<file path="config.mk">
export PLATFORM = sky130hd
export DESIGN_NAME = multi_tone_cosine_synthesizer_unit_flat
export DESIGN_NICKNAME = d
export VERILOG_FILES = /design/src/hw/rtl/mtcs_pkg.sv /design/src/hw/rtl/mtcs_ifs.sv /design/src/hw/rtl/multi_tone_cosine_synthesizer_unit.sv /design/src/hw/rtl/mtcs_tone_cell.sv /design/src/hw/rtl/mtcs_head.sv /design/src/flat_wrapper.sv
export SDC_FILE = /design/constraint.sdc
export NUM_CORES = 2
export LEC_CHECK = 0
export ABC_CLOCK_PERIOD_IN_PS = 13700
export BUFFER_PORTS_ARGS = -buffer_cell sky130_fd_sc_hd__buf_2
export CAP_MARGIN = 20
export CORE_ASPECT_RATIO = 0.9
export CORE_MARGIN = 3
export CORE_UTILIZATION = 56
export DETAILED_ROUTE_END_ITERATION = 7
export GPL_TIMING_DRIVEN = 0
export PLACE_DENSITY = 0.73
export SYNTH_ARGS = -nofsm -noshare
export SYNTH_HDL_FRONTEND = slang
export SYNTH_SLANG_ARGS = --single-unit
</file>
<file path="constraint.sdc">
create_clock -name clk -period 13.7 [get_ports clk]
set_input_delay 0.685 -clock clk [delete_from_list [all_inputs] [get_ports clk]]
set_output_delay 0.685 -clock clk [all_outputs]
set_load 0.05 [all_outputs]
</file>
<file path="src/hw/rtl/mtcs_pkg.sv">
// Shared constants, types, cosine table and helper functions of the multi-tone synthesizer.
package mtcs_pkg;

  localparam int MAX_TONES      = 8;
  localparam int COS_TABLE_BITS = 10;
  localparam int PHASE_BITS     = 32;

  localparam int OP_W       = 2;
  localparam int IDX_W      = 3;
  localparam int AMP_W      = 24;
  localparam int IN_PHASE_W = 32;
  localparam int CNT_W      = 4;
  localparam int OUT_W      = 19;
  localparam int COS_W      = 16;
  localparam int FRAC_BITS  = 23;

  localparam int TONE_W  = (MAX_TONES > 1) ? $clog2(MAX_TONES) : 1;
  localparam int CMP_W   = ((TONE_W > CNT_W) ? TONE_W : CNT_W) + 1;
  localparam int PROD_W  = AMP_W + COS_W;
  localparam int SUM_W   = PROD_W + $clog2(MAX_TONES) + 4;
  localparam int QUO_W   = SUM_W - FRAC_BITS;

  localparam int TABLE_LEN = 1 << COS_TABLE_BITS;
  localparam int HALF_LEN  = TABLE_LEN / 2;
  localparam int QTR_LEN   = TABLE_LEN / 4;
  localparam int QTR_BITS  = COS_TABLE_BITS - 2;
  localparam int ADDR_W    = COS_TABLE_BITS + 1;

  localparam longint unsigned PI_Q30  = 64'd3373259425;
  localparam longint unsigned ONE_Q30 = 64'd1 << 30;

  // Divisors (2n - 1) * 2n of the Taylor series terms, n from 1 to 10.
  localparam longint unsigned TAYLOR_DIV [10] = '{64'd2, 64'd12, 64'd30, 64'd56, 64'd90,
                                                  64'd132, 64'd182, 64'd240, 64'd306, 64'd380};

  localparam int OUT_MAX = 262143;
  localparam int OUT_MIN = -262144;

  typedef enum logic [OP_W-1:0] {
    OP_LOAD    = 2'd0,
    OP_SAMPLE  = 2'd1,
    OP_RESTART = 2'd2
  } op_t;

  typedef enum logic [1:0] {
    ST_IDLE,
    ST_RUN,
    ST_DRAIN
  } state_t;

  typedef struct packed {
    logic signed [AMP_W-1:0] amp;
    logic [PHASE_BITS-1:0]   step;
    logic [PHASE_BITS-1:0]   offset;
  } tone_cfg_t;

  typedef struct packed {
    tone_cfg_t             cfg;
    logic [PHASE_BITS-1:0] acc;
  } tone_rec_t;

  typedef struct packed {
    logic shift;
    logic restart;
  } cell_ctl_t;

  typedef struct packed {
    logic start;
    logic step;
    logic active;
  } head_ctl_t;

  typedef logic signed [COS_W-1:0] qtab_t [QTR_LEN];

  function automatic longint unsigned qcos_q30(longint unsigned theta);
    longint unsigned x2;
    longint unsigned term;
    longint          acc;
    x2   = (theta * theta) >> 30;
    term = ONE_Q30;
    acc  = longint'(ONE_Q30);
    for (int n = 1; n <= 10; n++) begin
      term = ((term * x2) >> 30) / TAYLOR_DIV[n-1];
      if ((n % 2) == 1) begin
        acc = acc - longint'(term);
      end else begin
        acc = acc + longint'(term);
      end
    end
    return (acc < 0) ? 64'd0 : longint'(unsigned'(acc));
  endfunction

  function automatic logic signed [COS_W-1:0] cos_entry(int r);
    longint unsigned theta;
    longint unsigned c;
    longint unsigned q15;
    theta = (longint'(unsigned'(r)) * PI_Q30) >> (COS_TABLE_BITS - 1);
    c     = qcos_q30(theta);
    q15   = (c + (ONE_Q30 >> 16)) >> 15;
    if (q15 > 64'd32767) begin
      q15 = 64'd32767;
    end
    return COS_W'(q15);
  endfunction

  function automatic qtab_t build_qtab();
    qtab_t t;
    for (int r = 0; r < QTR_LEN; r++) begin
      t[r] = cos_entry(r);
    end
    return t;
  endfunction

  localparam qtab_t COS_QTAB = build_qtab();
  localparam logic signed [COS_W-1:0] COS_QEND = cos_entry(QTR_LEN);

  function automatic logic signed [COS_W-1:0] cos_lookup(logic [COS_TABLE_BITS-1:0] addr);
    logic [ADDR_W-1:0]       r;
    logic                    neg;
    logic signed [COS_W-1:0] v;
    if (addr <= COS_TABLE_BITS'(HALF_LEN)) begin
      r = {1'b0, addr};
    end else begin
      r = ADDR_W'(TABLE_LEN) - {1'b0, addr};
    end
    neg = (r > ADDR_W'(QTR_LEN));
    if (neg) begin
      r = ADDR_W'(HALF_LEN) - r;
    end
    if (r == ADDR_W'(QTR_LEN)) begin
      v = COS_QEND;
    end else begin
      v = COS_QTAB[r[QTR_BITS-1:0]];
    end
    return neg ? -v : v;
  endfunction

  function automatic logic [PHASE_BITS-1:0] align_phase(logic [IN_PHASE_W-1:0] v);
    logic [IN_PHASE_W+15:0] t;
    t = {v, 16'd0};
    return t[IN_PHASE_W+15 -: PHASE_BITS];
  endfunction

endpackage

</file>
<file path="src/hw/rtl/mtcs_ifs.sv">
// Request channel interfaces for the input, result and configuration ports.
interface mtcs_in_if;
  logic                              valid;
  logic                              ready;
  logic [mtcs_pkg::OP_W-1:0]         operation;
  logic [mtcs_pkg::IDX_W-1:0]        tone_index;
  logic signed [mtcs_pkg::AMP_W-1:0] amplitude;
  logic [mtcs_pkg::IN_PHASE_W-1:0]   freq_step;
  logic [mtcs_pkg::IN_PHASE_W-1:0]   phase_offset;

  modport source (output valid, operation, tone_index, amplitude, freq_step, phase_offset,
                  input ready);
  modport sink (input valid, operation, tone_index, amplitude, freq_step, phase_offset,
                output ready);
endinterface

interface mtcs_out_if;
  logic                              valid;
  logic                              ready;
  logic signed [mtcs_pkg::OUT_W-1:0] sample;

  modport source (output valid, sample, input ready);
  modport sink (input valid, sample, output ready);
endinterface

interface mtcs_cfg_if;
  logic                      valid;
  logic                      ready;
  logic [mtcs_pkg::CNT_W-1:0] tone_count;

  modport source (output valid, tone_count, input ready);
  modport sink (input valid, tone_count, output ready);
endinterface

</file>
<file path="src/hw/rtl/multi_tone_cosine_synthesizer_unit.sv">
// Top level of the multi-tone cosine synthesizer with its request handling.
// Tones live in a ring of cells, one tone per cell. A load request writes one cell and a
// restart request clears every phase accumulator. A sample request rotates the ring once,
// presenting one tone per cycle to a shared head that looks up the cosine, multiplies by
// the amplitude and accumulates, and advances the accumulators of the first tone_count
// tones. After the three-stage head pipeline drains, the sum is scaled, saturated and
// placed in the output register. A new request is taken while a finished sample still
// waits in the output register.
module multi_tone_cosine_synthesizer_unit (
  input logic        clk,
  input logic        rst_n,
  mtcs_in_if.sink    in_ch,
  mtcs_out_if.source out_ch,
  mtcs_cfg_if.sink   cfg_ch
);
  import mtcs_pkg::*;

  state_t                  state_r;
  state_t                  state_nxt;
  logic [TONE_W-1:0]       k_r;
  logic [TONE_W-1:0]       k_nxt;
  logic [CNT_W-1:0]        tone_count_r;
  logic                    out_valid_r;
  logic                    out_valid_nxt;
  logic signed [OUT_W-1:0] out_sample_r;

  logic                    in_fire;
  logic                    run_last;
  logic                    out_load;
  logic                    load_go;
  logic                    head_busy;
  logic signed [OUT_W-1:0] head_sample;
  head_ctl_t               head_ctl;
  cell_ctl_t               cell_ctl;
  tone_cfg_t               load_cfg;
  tone_rec_t               rec [MAX_TONES];
  tone_rec_t               wrap_rec;

  assign in_ch.ready = (state_r == ST_IDLE);
  assign in_fire  = in_ch.valid & in_ch.ready;
  assign run_last = (k_r == TONE_W'(MAX_TONES - 1));
  assign load_cfg = '{amp:    in_ch.amplitude,
                      step:   align_phase(in_ch.freq_step),
                      offset: align_phase(in_ch.phase_offset)};

  always_comb begin
    state_nxt = state_r;
    unique case (state_r)
      ST_IDLE: begin
        if (in_fire && (in_ch.operation == OP_SAMPLE)) begin
          state_nxt = ST_RUN;
        end
      end
      ST_RUN: begin
        if (run_last) begin
          state_nxt = ST_DRAIN;
        end
      end
      ST_DRAIN: begin
        if (out_load) begin
          state_nxt = ST_IDLE;
        end
      end
      default: state_nxt = ST_IDLE;
    endcase
  end

  always_comb begin
    head_ctl.start   = 1'b0;
    head_ctl.step    = 1'b0;
    head_ctl.active  = (CMP_W'(k_r) < CMP_W'(tone_count_r));
    cell_ctl.shift   = 1'b0;
    cell_ctl.restart = 1'b0;
    load_go          = 1'b0;
    out_load         = 1'b0;
    k_nxt            = '0;
    unique case (state_r)
      ST_IDLE: begin
        head_ctl.start   = in_fire && (in_ch.operation == OP_SAMPLE);
        cell_ctl.restart = in_fire && (in_ch.operation == OP_RESTART);
        load_go          = in_fire && (in_ch.operation == OP_LOAD);
      end
      ST_RUN: begin
        head_ctl.step  = 1'b1;
        cell_ctl.shift = 1'b1;
        k_nxt          = k_r + TONE_W'(1);
      end
      ST_DRAIN: begin
        out_load = !head_busy && (!out_valid_r || out_ch.ready);
      end
      default: begin
        out_load = 1'b0;
      end
    endcase
  end

  always_comb begin
    out_valid_nxt = out_valid_r;
    if (out_load) begin
      out_valid_nxt = 1'b1;
    end else if (out_ch.ready) begin
      out_valid_nxt = 1'b0;
    end
  end

  always_ff @(posedge clk) begin
    if (!rst_n) begin
      state_r      <= ST_IDLE;
      k_r          <= '0;
      tone_count_r <= '0;
      out_valid_r  <= 1'b0;
    end else begin
      state_r     <= state_nxt;
      k_r         <= k_nxt;
      out_valid_r <= out_valid_nxt;
      if (cfg_ch.valid && cfg_ch.ready) begin
        tone_count_r <= cfg_ch.tone_count;
      end
    end
  end

  always_ff @(posedge clk) begin
    if (out_load) begin
      out_sample_r <= head_sample;
    end
  end

  assign cfg_ch.ready  = 1'b1;
  assign out_ch.valid  = out_valid_r;
  assign out_ch.sample = out_sample_r;

  for (genvar i = 0; i < MAX_TONES; i++) begin : g_cell
    tone_rec_t shift_in;
    logic      load_en;

    if (i == MAX_TONES - 1) begin : g_tail
      assign shift_in = wrap_rec;
    end else begin : g_mid
      assign shift_in = rec[i+1];
    end

    assign load_en = load_go &&
                     ({{(CMP_W-IDX_W){1'b0}}, in_ch.tone_index} == CMP_W'(i));

    mtcs_tone_cell u_cell (
      .clk      (clk),
      .rst_n    (rst_n),
      .ctl      (cell_ctl),
      .load_en  (load_en),
      .load_cfg (load_cfg),
      .shift_in (shift_in),
      .rec      (rec[i])
    );
  end

  mtcs_head u_head (
    .clk      (clk),
    .rst_n    (rst_n),
    .ctl      (head_ctl),
    .head_rec (rec[0]),
    .wrap_rec (wrap_rec),
    .busy     (head_busy),
    .sample   (head_sample)
  );

endmodule

</file>
<file path="src/hw/rtl/mtcs_tone_cell.sv">
// One ring cell holding a tone's amplitude, step, offset and phase accumulator.
module mtcs_tone_cell (
  input  logic                clk,
  input  logic                rst_n,
  input  mtcs_pkg::cell_ctl_t ctl,
  input  logic                load_en,
  input  mtcs_pkg::tone_cfg_t load_cfg,
  input  mtcs_pkg::tone_rec_t shift_in,
  output mtcs_pkg::tone_rec_t rec
);
  import mtcs_pkg::*;

  tone_cfg_t             cfg_r;
  tone_cfg_t             cfg_nxt;
  logic [PHASE_BITS-1:0] acc_r;
  logic [PHASE_BITS-1:0] acc_nxt;

  always_comb begin
    cfg_nxt = cfg_r;
    acc_nxt = acc_r;
    if (ctl.shift) begin
      cfg_nxt = shift_in.cfg;
      acc_nxt = shift_in.acc;
    end
    if (load_en) begin
      cfg_nxt = load_cfg;
    end
    if (ctl.restart) begin
      acc_nxt = '0;
    end
  end

  always_ff @(posedge clk) begin
    cfg_r <= cfg_nxt;
  end

  always_ff @(posedge clk) begin
    if (!rst_n) begin
      acc_r <= '0;
    end else begin
      acc_r <= acc_nxt;
    end
  end

  assign rec = '{cfg: cfg_r, acc: acc_r};

endmodule

</file>
<file path="src/hw/rtl/mtcs_head.sv">
// Ring head: cosine lookup, multiply-accumulate pipeline, accumulator advance and output scaling.
module mtcs_head (
  input  logic                               clk,
  input  logic                               rst_n,
  input  mtcs_pkg::head_ctl_t                ctl,
  input  mtcs_pkg::tone_rec_t                head_rec,
  output mtcs_pkg::tone_rec_t                wrap_rec,
  output logic                               busy,
  output logic signed [mtcs_pkg::OUT_W-1:0]  sample
);
  import mtcs_pkg::*;

  localparam logic signed [QUO_W-1:0] QUO_MAX = QUO_W'(OUT_MAX);
  localparam logic signed [QUO_W-1:0] QUO_MIN = QUO_W'(OUT_MIN);

  logic [PHASE_BITS-1:0]    phase;
  logic signed [COS_W-1:0]  cos_val;
  logic signed [COS_W-1:0]  cos_r;
  logic signed [AMP_W-1:0]  amp_r;
  logic signed [PROD_W-1:0] prod_r;
  logic signed [SUM_W-1:0]  sum_r;
  logic                     v1_r;
  logic                     v2_r;
  logic signed [SUM_W-1:0]  sum_adj;
  logic signed [QUO_W-1:0]  quo;

  assign phase   = head_rec.acc + head_rec.cfg.offset;
  assign cos_val = cos_lookup(phase[PHASE_BITS-1 -: COS_TABLE_BITS]);

  always_comb begin
    wrap_rec     = head_rec;
    wrap_rec.acc = head_rec.acc + (ctl.active ? head_rec.cfg.step : '0);
  end

  always_ff @(posedge clk) begin
    if (!rst_n) begin
      v1_r <= 1'b0;
      v2_r <= 1'b0;
    end else begin
      v1_r <= ctl.step;
      v2_r <= v1_r;
    end
  end

  always_ff @(posedge clk) begin
    cos_r  <= ctl.active ? cos_val : '0;
    amp_r  <= ctl.active ? head_rec.cfg.amp : '0;
    prod_r <= amp_r * cos_r;
    if (ctl.start) begin
      sum_r <= '0;
    end else if (v2_r) begin
      sum_r <= sum_r + SUM_W'(prod_r);
    end
  end

  assign busy = v1_r | v2_r;

  // Division by 2^23 rounds toward zero, so negative sums are biased first.
  assign sum_adj = sum_r + $signed({{(SUM_W-FRAC_BITS){1'b0}}, {FRAC_BITS{sum_r[SUM_W-1]}}});
  assign quo     = sum_adj[SUM_W-1:FRAC_BITS];

  always_comb begin
    if (quo > QUO_MAX) begin
      sample = OUT_W'(OUT_MAX);
    end else if (quo < QUO_MIN) begin
      sample = OUT_W'(OUT_MIN);
    end else begin
      sample = quo[OUT_W-1:0];
    end
  end

endmodule

</file>
<file path="src/flat_wrapper.sv">
// flat-port wrapper written by rule: the top's interface ports become plain ports
module multi_tone_cosine_synthesizer_unit_flat import mtcs_pkg::*;
  (clk, rst_n, in_ch_valid, in_ch_operation, in_ch_tone_index, in_ch_amplitude, in_ch_freq_step, in_ch_phase_offset, in_ch_ready, out_ch_valid, out_ch_sample, out_ch_ready, cfg_ch_valid, cfg_ch_tone_count, cfg_ch_ready);
  mtcs_in_if in_ch_i ();
  mtcs_out_if out_ch_i ();
  mtcs_cfg_if cfg_ch_i ();
  input logic clk;
  input logic rst_n;
  input wire logic [$bits(in_ch_i.valid)-1:0] in_ch_valid;
  input wire logic [$bits(in_ch_i.operation)-1:0] in_ch_operation;
  input wire logic [$bits(in_ch_i.tone_index)-1:0] in_ch_tone_index;
  input wire logic [$bits(in_ch_i.amplitude)-1:0] in_ch_amplitude;
  input wire logic [$bits(in_ch_i.freq_step)-1:0] in_ch_freq_step;
  input wire logic [$bits(in_ch_i.phase_offset)-1:0] in_ch_phase_offset;
  output wire logic [$bits(in_ch_i.ready)-1:0] in_ch_ready;
  output wire logic [$bits(out_ch_i.valid)-1:0] out_ch_valid;
  output wire logic [$bits(out_ch_i.sample)-1:0] out_ch_sample;
  input wire logic [$bits(out_ch_i.ready)-1:0] out_ch_ready;
  input wire logic [$bits(cfg_ch_i.valid)-1:0] cfg_ch_valid;
  input wire logic [$bits(cfg_ch_i.tone_count)-1:0] cfg_ch_tone_count;
  output wire logic [$bits(cfg_ch_i.ready)-1:0] cfg_ch_ready;
  assign in_ch_i.valid = in_ch_valid;
  assign in_ch_i.operation = in_ch_operation;
  assign in_ch_i.tone_index = in_ch_tone_index;
  assign in_ch_i.amplitude = in_ch_amplitude;
  assign in_ch_i.freq_step = in_ch_freq_step;
  assign in_ch_i.phase_offset = in_ch_phase_offset;
  assign in_ch_ready = in_ch_i.ready;
  assign out_ch_valid = out_ch_i.valid;
  assign out_ch_sample = out_ch_i.sample;
  assign out_ch_i.ready = out_ch_ready;
  assign cfg_ch_i.valid = cfg_ch_valid;
  assign cfg_ch_i.tone_count = cfg_ch_tone_count;
  assign cfg_ch_ready = cfg_ch_i.ready;
  multi_tone_cosine_synthesizer_unit u_core (.clk(clk), .rst_n(rst_n), .in_ch(in_ch_i), .out_ch(out_ch_i), .cfg_ch(cfg_ch_i));
endmodule
</file>
### Word-level counts from Yosys, hierarchy flattened

Memories as Yosys holds them, arrays and structs flattened.
Index checks and enable logic that the tools add are counted.

* $mul: 1
* multiplexer cells: 35
* order comparisons: 6
* equality and inequality tests: 16
* reduce and logical (&&, ||, !) cells: 30
* add/sub/neg operators: 8
* bitwise gates (word level): 4

Operators by type and width (number)
* 2-to-1 mux 88 bit: 16
* adder 32 bit: 2
* 2-to-1 mux 16 bit: 4
* adder 47 x 24 -> 47 bit: 1
* adder 47 x 40 -> 47 bit: 1
* multiplier 24 x 16 -> 40 bit: 1
* 2-to-1 mux 32 bit: 1
* greater-than comparator 24 x 19 -> 1 bit, second input constant: 1
* < comparator 24 x 19 -> 1 bit, second input constant: 1
* 2-to-1 mux 11 bit: 2
* 2-to-1 mux 19 bit: 1
* nonzero test 2 bit: 9
* negator 16 bit: 1
* == test 3 bit, second input constant: 5
* logical AND 1 bit: 12
* == test 11 x 9 -> 1 bit, second input constant: 1
* greater-than comparator 11 x 9 -> 1 bit, second input constant: 1
* subtractor 10 x 11 -> 11 bit, first input constant: 1
* subtractor 11 x 10 -> 11 bit, first input constant: 1
* less-or-equal comparator 10 bit, second input constant: 1
* greater-or-equal comparator 9 bit, second input constant: 1
* NOT 8 -> 9 bit: 1
* 2-to-1 mux 1 bit: 7
* == test 3 x 2 -> 1 bit, second input constant: 2
* 19 further kinds: 26

* input port bits: 102
* output and inout port bits: 22
* logic and storage cells: 144
* register bits: 1118
* bits in read-only memories: 4096
* memories kept: 1

Memory list
* (no name shown): depth 256, width 16, read ports 1, clocked after Yosys merged registers in 0, wr ports 0, line mtcs_pkg.sv:133 `v = COS_QTAB[r[QTR_BITS-1:0]];`

### Depth between registers and ports, before layout

* word-level depth: 12
* gate-level depth with buffers: 40
* mapped depth without buffers: 33

### By module

A second synthesis with hierarchy kept.

* cell total of the unflattened synthesis: 6022
* area total of the unflattened synthesis: 69106.3 um2

By module, submodules not included
* mtcs_tone_cell: area each 4868.4 um2, sequential area each 3283.1 um2, instances 8, cells each 291
* mtcs_head: area each 29027.8 um2, sequential area each 2582.5 um2, instances 1, cells each 3609
* multi_tone_cosine_synthesizer_unit: area each 1131.1 um2, sequential area each 770.7 um2, instances 1, cells each 85

### Least setup slack after synthesis

Ideal clock, no wire load.

* path kind: register to register
* start: reg u_core.g_cell[0].u_cell.cfg_r, in the netlist u_core.g_cell[0].u_cell.rec[33]
* end: reg u_core.u_head.cos_r[6]
* cell stages (with the launch flop): 35
* buffers on the path: 7
* data required time: 13629 ps
* arrival time: 8807 ps
* library setup time: 71 ps
* period minus slack after synthesis: 8877 ps
* setup slack: 4823 ps
* cell sequence: edfxtp_1 > ha_1 > a311oi_1 > o21bai_1 > nand4_1 > a21oi_1 > or3_1 > and2_1 > inv_1 > clkbuf_1 > clkbuf_1 > clkbuf_1 > ha_1 > clkbuf_1 > nand4_1 > nand2_1 > mux2i_1 > inv_1 > ha_1 > o311ai_0 > xnor2_1 > clkbuf_1 > clkbuf_1 > clkbuf_1 > ha_1 > a22oi_1 > o22ai_1 > a2111oi_0 > nor4_2 > ha_1 > and3_1 > a22oi_1 > nor3_1 > or3_1 > a21oi_1

* word-level cells in the longest chain between the ends: 12
* elaborated cells between the ends (all ways): 15
* classes of those cells: add/sub (4); order compare (2); eq/ne (1); mux (6); bitwise (1); memory (1)

RTL lines
* start, declared: line mtcs_tone_cell.sv:13 `tone_cfg_t cfg_r;`
* start signal, assigned: line mtcs_tone_cell.sv:34 `cfg_r <= cfg_nxt;`
* adder 32 bit (*): line mtcs_head.sv:27 `assign phase = head_rec.acc + head_rec.cfg.offset;`
* subtractor 11 x 10 -> 11 bit / less-or-equal comparator 10 bit (equally long branches): line mtcs_pkg.sv:124, mtcs_pkg.sv:121
* 2-to-1 mux 11 bit (*): line mtcs_pkg.sv:121 `if (addr <= COS_TABLE_BITS'(HALF_LEN)) begin`
* subtractor 10 x 11 -> 11 bit / greater-than comparator 11 x 9 -> 1 bit (equally long branches): line mtcs_pkg.sv:128, mtcs_pkg.sv:126
* 2-to-1 mux 11 bit: line mtcs_pkg.sv:127 `if (neg) begin`
* NOT 8 -> 9 bit (not written as such): line mtcs_pkg.sv:133
* memory read (256 x 16 bit)
* 2-to-1 mux 16 bit (not written as such) (2 in series): line mtcs_pkg.sv:133
* 2-to-1 mux 16 bit: line mtcs_pkg.sv:130 `if (r == ADDR_W'(QTR_LEN)) begin`
* negator 16 bit: line mtcs_pkg.sv:135 `return neg ? -v : v;`
* 2-to-1 mux 16 bit (*): line mtcs_pkg.sv:135
* end signal, assigned: line mtcs_head.sv:46 `cos_r <= ctl.active ? cos_val : '0;`
* end, declared: line mtcs_head.sv:18 `logic signed [COS_W-1:0] cos_r;`

Mark *: on every way between the ends. The rest lies on a longest branch, timed or not. The select of a mux whose other input is x is not followed.
A chain may end at the register's enable or synchronous reset.

### Worst setup path after layout

* start: reg u_core.g_cell[0].u_cell.cfg_r, in the netlist u_core.g_cell[0].u_cell.rec[50]
* end: reg u_core.u_head.cos_r[10]

The elaborated chain is that of the path after synthesis.

==> out/qor.txt <==
WL met1 -> 94.7 mm
Ys Warns -> 0
Clk root buf -> clkbuf_16
DRC Markers -> 0
Routed wire length -> 225 mm
# setup viols final -> 0
Via/cell ratio -> 6.20
Post-layout nets -> 7235
Post-synth EDFFs -> 723
Synth cell types -> 95
CP arrival -> 14180 ps
DR vias -> 50.8k
Sequential fraction of the synthesis area -> 0.437
# port buffers -> 121
Total CTS buffers -> 108
Initial core utilization -> 0.567
Die Area -> 125000 µm²
Internal -> 0.00750 W
Logic gate share of total power -> 0.412
CTS Hold Bufs -> 0
Tcrit/Tclk final -> 0.992
Die Height -> 336 µm
Crit-path most repeated cell -> ha_1
Ys flop type -> edfxtp_1
Startpoint Class -> flop
TritonRoute pass-1 iters -> 8
Mean Syn Cell Area -> 10.9 µm²
Worst-margin pin slew -> 1340 ps
Area leader, netlist -> edfxtp_1
Final Critical Period -> 13590 ps
WL met3 -> 18.6 mm
Worst-path clk slew -> 60 ps
CP max stage cell -> clkdlybuf4s15_1
Row count -> 120
Count leader, synth -> nand2_1
Final hold vios -> 0
P_sw -> 0.00450 W
Max Buffers Root-to-Sink -> 3
Htree depth -> 3
Max Slew Vio Count -> 0
Async set-reset flop share out of synthesis -> 0
Core Box Area -> 120000 µm²
Syn-to-layout area delta -> 10.2%
Top cell type's share of synthesized area -> 0.320
Clock network power share -> 0.252
Worst Clk Skew -> 109 ps
Max stage delay on crit path -> 830 ps
Layout cells sized above 1 -> 0.173
Top Ports -> 124
Seq pwr share -> 0.336
Worst-path fanout max -> 13
Most frequent cells after synthesis -> nand2_1, edfxtp_1, mux2_2
VDD IR-drop max -> 0.194 mV
DIE WIDTH -> 373 µm
Max-Slew Margin vs Limit -> 0.0838
First-pass GRT wire length -> 333 mm
Syn Nets -> 6966
Iteration-0 DRC Markers -> 5093
Gpl congestion -> 1.00
Setup tns final -> 0 ps
Top cells by area, synth -> edfxtp_1, mux2_2, dfxtp_1
DRT antenna net count -> 0
Status -> complete, no violations
Vias in the first global route -> 50.7k
Register bit total from synthesis -> 1118
Leakage power -> 27.4 nW
DP HPWL -> 168 mm
WL met2 -> 101 mm
Hold slack final -> 259 ps
Net Sw Frac -> 0.375
Top Metal Used -> met4
Skew-Pair Late Insertion Delay -> 770 ps
Cell count after synthesis -> 6242
Cells after DPL -> 7985
TritonCTS clock tree -> yes
Pin count of the biggest net entering global routing -> 51
Wirelength per Cell -> 27.5 µm
Total GRT Usage -> 0.356
Fmax -> 0.0736 GHz
Worst Path Required -> 14290 ps
Initial antenna violation count -> 16
PD cells -> 160 nW/µm²
CP endpoint kind -> flop
GRT overflow -> 0
Clk sinks -> 1118
CP Class -> flop to flop
Finished Layout Cells -> 8202
MaxCap Viol Count -> 0
Cell Area, Synth -> 67900 µm²
Worst hold path type -> input pin to flop
final cells by class:
| cell class | count | area, µm² |
|---|---|---|
| inverter | 448 | 1680 |
| clock inverter | 64 | 702 |
| timing repair buffer | 159 | 1110 |
| clock buffer | 142 | 2950 |
| multi-input combinational | 4325 | 35300 |
| buffer | 351 | 1390 |
| tap | 1586 | 1980 |
| antenna | 9 | 22.5 |
| fill | 9431 | 44900 |
| sequential | 1118 | 29600 |
metal layers:
metal	GRT usage	up-vias
met3	0.0670	470
li1	-	22529
met2	0.560	2321
met4	0.149	0
met1	0.487	25517
met5	0	-
cells by family after synthesis:
family                   after synthesis  share of synthesized area
buffers and inverters                799                     0.0451
other                                  1                  0.0000553
flip-flops                          1118                      0.437
adder cells (fa/ha/maj)              622                      0.156
XOR/XNOR                             141                     0.0186
AO/OA/AOI/OAI                       1055                     0.0993
AND/OR/NAND/NOR                     1751                      0.119
multiplexers                         755                      0.125
what timing repair did:
| item | CTS | global route |
|---|---|---|
| pin swaps | 0 | 0 |
| buffers inserted | 0 | 0 |
| resized for setup | 5 | 7 |
| endpoints found under the setup margin | 11 | 10 |
| hold endpoints to repair | 0 | 0 |
power by group through the flow:
stage,combinational (W),clock (W),sequential (W)
after global placement,0.00467,0,0.00411
final,0.00494,0.00303,0.00403
after CTS,0.00485,0.00306,0.00402
after global routing,0.00547,0.00319,0.00404
after floorplan,0.00343,0,0.00402
after detailed placement,0.00480,0,0.00409
sequential cells by signal, indices dropped and copies added (netlist names):
signal / flops
u_core.u_head.v2_r: 1
u_core.out_ch.sample: 19
u_core.out_ch.valid: 1
u_core.u_head.prod_r: 40
u_core.k_r: 3
u_core.tone_count_r: 4
u_core.state_r: 2
u_core.u_head.v1_r: 1
u_core.u_head.amp_r: 24
u_core.u_head.sum_r: 47
u_core.g_cell.u_cell.rec: 704
u_core.g_cell.u_cell.acc_r: 256
u_core.u_head.cos_r: 16
layout by cell type (no fill, tap or decap), types with 30 or more instances in the layout:
master / count
nand2_1: 869
edfxtp_1: 723
mux2_2: 706
inv_1: 447
a21oi_1: 430
dfxtp_1: 395
fa_1: 376
clkbuf_1: 312
ha_1: 246
nor2_1: 220
and2_1: 217
buf_2: 150
o21ai_0: 143
xnor2_1: 110
clkbuf_16: 108
nor3_1: 91
nand3_1: 90
a21o_1: 51
a211oi_1: 47
mux2i_1: 46
nand2b_1: 44
nand4_1: 43
a31oi_1: 43
and3_1: 32
o211ai_1: 30
stage by stage:
stage	util	setup WS (ps)	area, µm²	power [W]
2_1_floorplan	-	4820	67900	0.00745
3_3_place_gp	0.589	-1740	70400	0.00877
3_5_place_dp	0.594	-776	71100	0.00890
4_1_cts	0.625	69.1	74700	0.0119
5_1_grt	0.625	-6.87	74800	0.0127
6_report	0.625	112	74800	0.0120
critical path, delay by kind of cell, from the launching register on:
kind,cells,cell delay [ps]
fa+ha+maj,5,1810
flops,1,460
xor+xnor,1,380
simple gates,8,1780
buf+inv,11,4880
mux,2,720
compound gates,9,3310
worst paths after layout:
kind | start | end | cells past startpoint | slack [ps]
hold / removal | cfg_ch_tone_count[2] | u_core.tone_count_r[2] | 3 | 260
hold reg to reg | u_core.g_cell[2].u_cell.acc_r[12] | u_core.g_cell[1].u_cell.acc_r[12] | 2 | 420
setup reg to reg | u_core.g_cell[0].u_cell.rec[50] | u_core.u_head.cos_r[10] | 36 | 110
setup / recovery | u_core.g_cell[0].u_cell.rec[50] | u_core.u_head.cos_r[10] | 36 | 110
Note: power is estimated with default switching activity, not from simulation.
